**src/cet_pkg.sv**
```systemverilog
// shared constants and types for the counter time extension block
package cet_pkg;

    localparam int CNT_W   = 64;
    localparam int SMP_W   = 32;
    localparam int CFG_W   = 32;
    localparam int US_W    = 20;
    localparam int MUL_W   = SMP_W + US_W;
    localparam int PROD_W  = CNT_W + US_W;
    localparam int IDX_W   = 2;

    localparam logic [US_W-1:0] US_PER_SECOND = 20'd1000000;

    localparam logic [IDX_W-1:0] REG_COUNTER_MODE = 2'd0;
    localparam logic [IDX_W-1:0] REG_WRAP_PERIOD  = 2'd1;
    localparam logic [IDX_W-1:0] REG_COUNTER_FREQ = 2'd2;

    localparam logic             MODE_NARROW = 1'b0;
    localparam logic             FUNC_READ   = 1'b1;

    localparam logic [CFG_W-1:0] WRAP_PERIOD_RST  = 32'd1000;
    localparam logic [CFG_W-1:0] COUNTER_FREQ_RST = 32'd1000000;

    typedef struct packed {
        logic busy;
        logic done;
    } t_div_stat;

endpackage

```
**src/counter_extend_timestamp.sv**
```systemverilog
// top level: counter wrap extension, sequencer, shared multiplier and divider
// a maintain item passes the wrap check and sum states before the next item is taken
// a read item runs wrap, sum, both multiply halves, add and the divider, then raises o_valid
// one item at a time; a new item is taken once the previous result is registered
// a zero frequency makes a read item skip the multiply and divide states and raise o_valid
// synchronous active-low reset restores register defaults and clears the count state
module counter_extend_timestamp
    import cet_pkg::*;
(
    input  logic             i_clk,
    input  logic             i_rst_n,
    input  logic             i_cfg_we,
    input  logic [IDX_W-1:0] i_cfg_idx,
    input  logic [CFG_W-1:0] i_cfg_data,
    input  logic             i_valid,
    output logic             o_stall,
    input  logic             i_func,
    input  logic [CNT_W-1:0] i_counter_sample,
    output logic             o_valid,
    input  logic             i_stall,
    output logic [CNT_W-1:0] o_time_cycles,
    output logic [CNT_W-1:0] o_time_us
);

    localparam logic [2:0] S_IDLE   = 3'd0;
    localparam logic [2:0] S_WRAP   = 3'd1;
    localparam logic [2:0] S_SUM    = 3'd2;
    localparam logic [2:0] S_MLO    = 3'd3;
    localparam logic [2:0] S_MHI    = 3'd4;
    localparam logic [2:0] S_MADD   = 3'd5;
    localparam logic [2:0] S_DSTART = 3'd6;
    localparam logic [2:0] S_DWAIT  = 3'd7;

    logic [2:0]        r_state;
    logic [2:0]        n_state;
    logic              r_out_pend;

    logic              r_mode;
    logic [CFG_W-1:0]  r_wrap;
    logic [CFG_W-1:0]  r_freq;
    logic [CNT_W-1:0]  r_high;
    logic [SMP_W-1:0]  r_last;

    logic              r_func;
    logic [CNT_W-1:0]  r_sample;
    logic [CNT_W-1:0]  r_count;
    logic [PROD_W-1:0] r_prod;
    logic [CNT_W-1:0]  r_us;

    logic              r_out_valid;
    logic [CNT_W-1:0]  r_out_cycles;
    logic [CNT_W-1:0]  r_out_us;

    logic [SMP_W-1:0]  mul_a;
    logic [MUL_W-1:0]  mul_p;
    logic              div_start;
    t_div_stat         div_stat;
    logic [CNT_W-1:0]  div_quot;
    logic              in_take;
    logic              out_load;
    logic [SMP_W-1:0]  cur;

    assign cur       = r_sample[SMP_W-1:0];
    assign in_take   = i_valid && (r_state == S_IDLE) && !r_out_pend;
    assign out_load  = r_out_pend && (!r_out_valid || !i_stall);
    assign div_start = (r_state == S_DSTART);
    assign mul_a     = (r_state == S_MHI) ? r_count[CNT_W-1:SMP_W] : r_count[SMP_W-1:0];

    cet_mul u_mul (
        .i_clk (i_clk),
        .i_a   (mul_a),
        .o_p   (mul_p)
    );

    cet_div u_div (
        .i_clk      (i_clk),
        .i_rst_n    (i_rst_n),
        .i_start    (div_start),
        .i_dividend (r_prod),
        .i_divisor  (r_freq),
        .o_stat     (div_stat),
        .o_quot     (div_quot)
    );

    // configuration registers
    always_ff @(posedge i_clk) begin
        if (!i_rst_n) begin
            r_mode <= MODE_NARROW;
            r_wrap <= WRAP_PERIOD_RST;
            r_freq <= COUNTER_FREQ_RST;
        end else if (i_cfg_we) begin
            case (i_cfg_idx)
                REG_COUNTER_MODE: r_mode <= i_cfg_data[0];
                REG_WRAP_PERIOD:  r_wrap <= i_cfg_data;
                REG_COUNTER_FREQ: r_freq <= i_cfg_data;
                default: ;
            endcase
        end
    end

    // sequencer
    always_comb begin
        n_state = r_state;
        case (r_state)
            S_IDLE:   if (in_take) n_state = S_WRAP;
            S_WRAP:   n_state = S_SUM;
            S_SUM: begin
                if (r_func != FUNC_READ || r_freq == '0) n_state = S_IDLE;
                else n_state = S_MLO;
            end
            S_MLO:    n_state = S_MHI;
            S_MHI:    n_state = S_MADD;
            S_MADD:   n_state = S_DSTART;
            S_DSTART: n_state = S_DWAIT;
            S_DWAIT:  if (div_stat.done) n_state = S_IDLE;
            default:  n_state = S_IDLE;
        endcase
    end

    always_ff @(posedge i_clk) begin
        if (!i_rst_n) begin
            r_state     <= S_IDLE;
            r_out_pend  <= 1'b0;
            r_out_valid <= 1'b0;
            r_high      <= '0;
            r_last      <= '0;
        end else begin
            r_state <= n_state;
            if (r_state == S_WRAP && r_mode == MODE_NARROW) begin
                if (cur < r_last) r_high <= r_high + CNT_W'(r_wrap);
                r_last <= cur;
            end
            if ((r_state == S_SUM && r_func == FUNC_READ && r_freq == '0)
                || (r_state == S_DWAIT && div_stat.done)) begin
                r_out_pend <= 1'b1;
            end else if (out_load) begin
                r_out_pend <= 1'b0;
            end
            if (out_load) r_out_valid <= 1'b1;
            else if (!i_stall) r_out_valid <= 1'b0;
        end
    end

    // item payload and arithmetic
    always_ff @(posedge i_clk) begin
        if (in_take) begin
            r_func   <= i_func;
            r_sample <= i_counter_sample;
        end
        case (r_state)
            S_SUM: begin
                r_count <= (r_mode == MODE_NARROW) ? (r_high + CNT_W'(cur)) : r_sample;
                r_us    <= '1;
            end
            S_MHI:   r_prod <= PROD_W'(mul_p);
            S_MADD:  r_prod <= r_prod + {mul_p, {SMP_W{1'b0}}};
            S_DWAIT: if (div_stat.done) r_us <= div_quot;
            default: ;
        endcase
        if (out_load) begin
            r_out_cycles <= r_count;
            r_out_us     <= r_us;
        end
    end

    assign o_stall       = (r_state != S_IDLE) || r_out_pend;
    assign o_valid       = r_out_valid;
    assign o_time_cycles = r_out_cycles;
    assign o_time_us     = r_out_us;

    a_div_done_waiting: assert property (@(posedge i_clk) disable iff (!i_rst_n)
        div_stat.done |-> r_state == S_DWAIT)
        else $error("divider finished outside wait state");

    a_div_runs: assert property (@(posedge i_clk) disable iff (!i_rst_n)
        r_state == S_DSTART |=> div_stat.busy)
        else $error("divider did not start");

    a_take_to_wrap: assert property (@(posedge i_clk) disable iff (!i_rst_n)
        in_take |=> r_state == S_WRAP)
        else $error("accepted item did not enter wrap check");

    a_last_kept: assert property (@(posedge i_clk) disable iff (!i_rst_n)
        (r_state == S_WRAP && r_mode == MODE_NARROW) |=> r_last == $past(cur))
        else $error("narrow sample not kept");

    a_no_overwrite: assert property (@(posedge i_clk) disable iff (!i_rst_n)
        (r_out_valid && i_stall) |=> $stable(r_out_us) && $stable(r_out_cycles))
        else $error("stalled result overwritten");

endmodule

```
**src/cet_mul.sv**
```systemverilog
// shared multiplier: 32-bit operand times one million, registered product
module cet_mul
    import cet_pkg::*;
(
    input  logic             i_clk,
    input  logic [SMP_W-1:0] i_a,
    output logic [MUL_W-1:0] o_p
);

    logic [MUL_W-1:0] r_p;

    always_ff @(posedge i_clk) begin
        r_p <= MUL_W'(i_a) * MUL_W'(US_PER_SECOND);
    end

    assign o_p = r_p;

endmodule

```
**src/cet_div.sv**
```systemverilog
// bit-serial restoring divider, one quotient bit per cycle, low 64 quotient bits out
module cet_div
    import cet_pkg::*;
(
    input  logic              i_clk,
    input  logic              i_rst_n,
    input  logic              i_start,
    input  logic [PROD_W-1:0] i_dividend,
    input  logic [CFG_W-1:0]  i_divisor,
    output t_div_stat         o_stat,
    output logic [CNT_W-1:0]  o_quot
);

    localparam int STEP_W = $clog2(PROD_W + 1);

    logic [PROD_W-1:0] r_dvd;
    logic [CFG_W-1:0]  r_div;
    logic [CFG_W-1:0]  r_rem;
    logic [CNT_W-1:0]  r_quo;
    logic [STEP_W-1:0] r_cnt;
    logic              r_busy;
    logic              r_done;

    logic [CFG_W:0]    trial;
    logic              qbit;
    logic [CFG_W:0]    diff;

    always_comb begin
        trial = {r_rem, r_dvd[PROD_W-1]};
        qbit  = (trial >= {1'b0, r_div});
        diff  = trial - {1'b0, r_div};
    end

    always_ff @(posedge i_clk) begin
        if (!i_rst_n) begin
            r_busy <= 1'b0;
            r_done <= 1'b0;
            r_cnt  <= '0;
        end else begin
            r_done <= 1'b0;
            if (i_start) begin
                r_busy <= 1'b1;
                r_cnt  <= STEP_W'(PROD_W);
            end else if (r_busy) begin
                r_cnt <= r_cnt - 1'b1;
                if (r_cnt == STEP_W'(1)) begin
                    r_busy <= 1'b0;
                    r_done <= 1'b1;
                end
            end
        end
    end

    always_ff @(posedge i_clk) begin
        if (i_start) begin
            r_dvd <= i_dividend;
            r_div <= i_divisor;
            r_rem <= '0;
            r_quo <= '0;
        end else if (r_busy) begin
            r_dvd <= {r_dvd[PROD_W-2:0], 1'b0};
            r_rem <= qbit ? diff[CFG_W-1:0] : trial[CFG_W-1:0];
            r_quo <= {r_quo[CNT_W-2:0], qbit};
        end
    end

    assign o_stat.busy = r_busy;
    assign o_stat.done = r_done;
    assign o_quot      = r_quo;

endmodule
```
**config.mk**
```make
export PLATFORM = sky130hd
export DESIGN_NAME = counter_extend_timestamp
export DESIGN_NICKNAME = d
export VERILOG_FILES = /design/src/cet_pkg.sv /design/src/counter_extend_timestamp.sv /design/src/cet_mul.sv /design/src/cet_div.sv
export SDC_FILE = /design/constraint.sdc
export NUM_CORES = 2
export LEC_CHECK = 0
export BUFFER_PORTS_ARGS = -buffer_cell sky130_fd_sc_hd__buf_2
export CORE_MARGIN = 5
export CORE_UTILIZATION = 62
export DETAILED_ROUTE_END_ITERATION = 10
export GPL_ROUTABILITY_DRIVEN = 0
export PLACE_DENSITY = 0.9
export SYNTH_ARGS = -nofsm -noshare
export SYNTH_HDL_FRONTEND = slang
export SYNTH_SLANG_ARGS = --single-unit
```
**constraint.sdc**
```tcl
create_clock -name i_clk -period 18.52 [get_ports i_clk]
set_clock_uncertainty 0.1 [all_clocks]
set_input_delay 4.63 -clock i_clk [delete_from_list [all_inputs] [get_ports i_clk]]
set_output_delay 4.63 -clock i_clk [all_outputs]
set_load 0.1 [all_outputs]
```
* Word level (Yosys, flattened, before mapping)
Cells that the tools add are included.
** Storage, ports and cells
- Register bits :: 838
- Word-level logic and storage cells :: 101
** Operators by class
- $add $sub $neg :: 5
- $mul :: 1
- Magnitude comparators :: 2
- Equal/unequal tests :: 13
- Muxes and demuxes :: 22
- Bitwise logic cells :: 4
- Reduce and logical (&&, ||, !) cells :: 30
** Operators by type and width (count)
- 84-bit two-way mux :: 2
- 84-bit one-hot mux with 2 select lines :: 1
- 64-bit by 32-bit adder with 64-bit output :: 2
- 64-bit two-way mux :: 2
- 64-bit one-hot mux with 2 select lines :: 1
- 84-bit adder :: 1
- 32-bit two-way mux :: 2
- 32-bit by 14-bit multiplier with 46-bit output (second input constant) :: 1
- 33-bit by 32-bit >= comparator with 1-bit output :: 1
- 32-bit zero test :: 1
- 32-bit < comparator :: 1
- 32-bit subtractor :: 1
- 3-bit one-hot mux with 8 select lines :: 1
- 7-bit two-way mux :: 2
- 3-bit equality test (second input constant) :: 4
- 2-bit AND reduction :: 6
- 1-bit two-way mux :: 8
- 2-bit nonzero test :: 4
- 7-bit by 1-bit equality test with 1-bit output (second input constant) :: 1
- 1-bit logical AND :: 7
- 7-bit by 1-bit subtractor with 7-bit output (second input constant) :: 1
- 3-bit by 2-bit equality test with 1-bit output (second input constant) :: 2
- 3-bit two-way mux :: 2
- 1-bit logical OR :: 4
- 13 further kinds :: 19

* Depth between registers and ports, before layout
- Depth in word-level cells :: 5
- Depth in mapped cells :: 31
- Gate-level depth less buffers :: 26

* Cells and area by module
From an unflattened synthesis, not the netlist that was laid out.
** Second synthesis, totals
- Cell total of the unflattened synthesis :: 4428
- Area total of the unflattened synthesis :: 47130.2 µm²
** Modules (own cells, without submodules)
- counter_extend_timestamp :: instances 1, cells each 2726, area each 28658.7 µm², sequential area each 15484.9 µm²
- cet_div :: instances 1, cells each 886, area each 10358.7 µm², sequential area each 5585.4 µm²
- cet_mul :: instances 1, cells each 816, area each 8112.8 µm², sequential area each 920.9 µm²

* Worst setup path after synthesis
Ideal clock, no wire load.
- Path type :: input to register
- Start :: input port i_stall
- End :: register r_out_cycles[0], in the netlist o_time_cycles[0], enable pin
- Arrival time :: 13.883 ns
- Required time :: 17.611 ns
- Setup slack :: 3.728 ns
- Stages :: 1
- Path buffers :: 0
- Path through :: a21boi_0
** Between the ends
- Longest elaborated chain between the ends :: 3
** Ends and longest elaborated chain
- start, declared :: RTL line counter_extend_timestamp.sv:20 : input logic i_stall,
- 1-bit zero test
- 1-bit logical OR :: RTL line counter_extend_timestamp.sv:65 : assign out_load = r_out_pend && (!r_out_valid || !i_stall);
- 1-bit logical AND :: RTL line counter_extend_timestamp.sv:65
- end signal, assigned :: RTL line counter_extend_timestamp.sv:161 : r_out_cycles <= r_count;
- end, declared :: RTL line counter_extend_timestamp.sv:51 : logic [CNT_W-1:0] r_out_cycles;
No other way between the ends.
A chain may end at the register's enable or synchronous reset.

* Worst setup path after layout
- Start :: register r_state[2]
- End :: register u_mul.r_p[50], in the netlist u_mul.o_p[50]
** Between the ends
- Longest elaborated chain between the ends :: 3
** Ends and longest elaborated chain
- start, declared :: RTL line counter_extend_timestamp.sv:34 : logic [2:0] r_state;
- start signal, assigned :: RTL line counter_extend_timestamp.sv:128 : r_state <= n_state;
- 3-bit equality test :: RTL line counter_extend_timestamp.sv:67 : assign mul_a = (r_state == S_MHI) ? r_count[CNT_W-1:SMP_W] : r_count[SMP_W-1:0];
- 32-bit two-way mux :: RTL line counter_extend_timestamp.sv:67
- 32-bit by 14-bit multiplier with 46-bit output :: RTL line cet_mul.sv:13 : r_p <= MUL_W'(i_a) * MUL_W'(US_PER_SECOND);
- end signal, assigned :: RTL line cet_mul.sv:13
- end, declared :: RTL line cet_mul.sv:10 : logic [MUL_W-1:0] r_p;
No other way between the ends.

==> results.sh <==
export IMPL_status="complete, no violations"
export IMPL_cp_max_fo=49
export IMPL_first_pass_iters=8
export IMPL_worst_slew_margin_rel_pct=2.73
export IMPL_synthFlopType="edfxtp_1"
export IMPL_syn_nets=5073
export IMPL_rows=99
export IMPL_ys_seq_area_share_pct=47.1
export IMPL_drive_gt1_share_pct=9.72
export IMPL_postSynthCellCount=4527
export IMPL_hpwl_um=82800
export IMPL_drt_iter0_drc=4411
export IMPL_worst_slack_ns=8.95
export IMPL_required_ns=19.00
export IMPL_finalSetupTns_ns=0
export IMPL_worstHoldPathType="reg2reg"
export IMPL_post_cts_resized=0
export IMPL_cts_tree="done"
export IMPL_cts_sinks=826
export IMPL_slowest_stage="mux2i_1"
export IMPL_drcViolationCount=0
export IMPL_via_count=35700
export IMPL_avgSynthCellArea_um2=10.1
export IMPL_avgRoutedWirePerCell_um=20.8
export IMPL_start_util_pct=62.7
export IMPL_hold_viol_final=0
export IMPL_io_pins=234
export IMPL_synthArstFlopShare_pct=0
export IMPL_rsz0062_at_grt="no"
export IMPL_layout_common_cells="698 x nand2_1, 509 x edfxtp_1, 354 x a21oi_1, 323 x ha_1, 315 x dfxtp_1"
export IMPL_slowest_delay_ns=0.73
export IMPL_grt_pass1_vias=34900
export IMPL_ant_nets=0
export IMPL_period_minus_slack_ns=9.57
export IMPL_crit_type="reg2reg"
export IMPL_routed_wirelength_um=119000
export IMPL_timing_fmax_mhz=105
export IMPL_cts_buffer_depth=3
export IMPL_maxCapViolations=0
export IMPL_cts_hold_buf=0
export IMPL_htree_levels=3
export IMPL_antenna_found_initial=6
export IMPL_synth_top_cell_area_share_pct=33.3
export IMPL_die_w_um=282
export IMPL_tightestPinTransition_ns=1.42
export IMPL_viasPerCell=6.27
export IMPL_grt_use_total_pct=29.1
export IMPL_period_share_pct=51.7
export IMPL_core_um2=73200
export IMPL_syn_area_um2=45900
export IMPL_ys_seq_elements=826
export IMPL_yosys_area_top_type="edfxtp_1"
export IMPL_ys_top_cells_by_area="edfxtp_1 33%, dfxtp_1 14%, ha_1 8.8%"
export IMPL_fin_area_um2=50600
export IMPL_clock_tree_root_cell="clkbuf_16"
export IMPL_ys_warn_count=0
export IMPL_numCtsBuffers=84
export IMPL_synth_cell_types=85
export IMPL_dp_slack_ns=9.21
export IMPL_overflow=0
export IMPL_post_cts_buffers=0
export IMPL_drv_slew=0
export IMPL_cp_top_family="adder cells"
export IMPL_clkTransAtPathRegs_ns=0.06
export IMPL_fin_nets=5205
export IMPL_die_y_um=282
export IMPL_syn_to_final_growth_pct=10.3
export IMPL_path_common_cell="inv_1"
export IMPL_port_buffers=233
export IMPL_placed_area_um2=47700
export IMPL_arrival_ns=10.05
export IMPL_utilization_pct=69.2
export IMPL_finalSetupViolations=0
export IMPL_grt_pass1_wl_um=186000
export IMPL_dieArea_um2=79600
export IMPL_path_buf_inv=7
export IMPL_layout_commonest_cell="nand2_1"
export IMPL_grt_max_degree=104
export IMPL_worstSetupEndpointType="flip-flop"
export IMPL_cp_start_kind="flip-flop"
export IMPL_synth_edf_count=509
export IMPL_clock_latency_ns=0.66
cell families after synthesis:
logic type      count (synthesis)  synth area share [%]
fa+ha+maj                     445                  14.1
simple gates                 1401                  14.0
flops                         826                  47.1
xor+xnor                      210                  4.01
compound gates               1019                  13.9
buf+inv                       499                  4.12
mux                           127                  2.80
state kept, by name, indices dropped and copies added, names as in the netlist, 46 cells and up:
signal and flops:
r_count 64, r_high 64, u_div.o_quot 64, o_time_us 64, u_mul.o_p 46, r_sample 64
u_div.r_dvd 78, o_time_cycles 64, r_us 64, r_prod 78
worst paths after layout:
path | start | endpoint | slack, ns | cells past startpoint
worst max register to register | r_state[2]$_SDFFE_PN0P_ | u_mul.o_p[50]$_DFF_P_ | 8.95 | 26
worst min-delay path | r_us[24]$_SDFFCE_PN1P_ | o_time_us[24]$_DFFE_PP_ | 0.31 | 0
worst min register to register | r_us[24]$_SDFFCE_PN1P_ | o_time_us[24]$_DFFE_PP_ | 0.31 | 0
worst max-delay path | r_state[2]$_SDFFE_PN0P_ | u_mul.o_p[50]$_DFF_P_ | 8.95 | 26
final cells by class:
| class | count | area [um2] |
|---|---|---|
| fillers | 4946 | 22600 |
| multi-input cells | 3202 | 22500 |
| flip-flops and latches | 826 | 21600 |
| clock buffers | 112 | 2380 |
| repair buffers | 261 | 1380 |
| well taps | 959 | 1200 |
| inverters | 284 | 1070 |
| clock inverters | 46 | 500 |
| diodes | 5 | 12.5 |
stage by stage:
stage	hold slack [ns]	cells
global route	0.321	5691
detailed placement	0.305	5532
CTS	0.310	5690
finish	0.312	5695
global placement	0.302	5532
floorplan	0.300	4527
cells in the mapped netlist, drive strengths merged (69+ instances only):
library cell	instances
ha	323
a21oi	355
fa	119
nand3	69
nand2b	89
a21o	143
nand2	699
mux2i	115
edfxtp	509
dfxtp	317
inv	282
xor2	74
xnor2	136
clkbuf	191
nor2	246
o21ai	202
layer usage:
layer / share of wire (%) / global-route usage, % / vias to the layer above
li1: - / - / 16300
met1: 38 / 37.0 / 16800
met2: 46 / 47.6 / 2102
met3: 9.3 / 5.33 / 524
met4: 6.6 / 16.2 / 4
met5: 0.023 / 0 / -
Power is not shown: default switching activity piles up to over one toggle a cycle in this logic, so the estimate is an artifact.
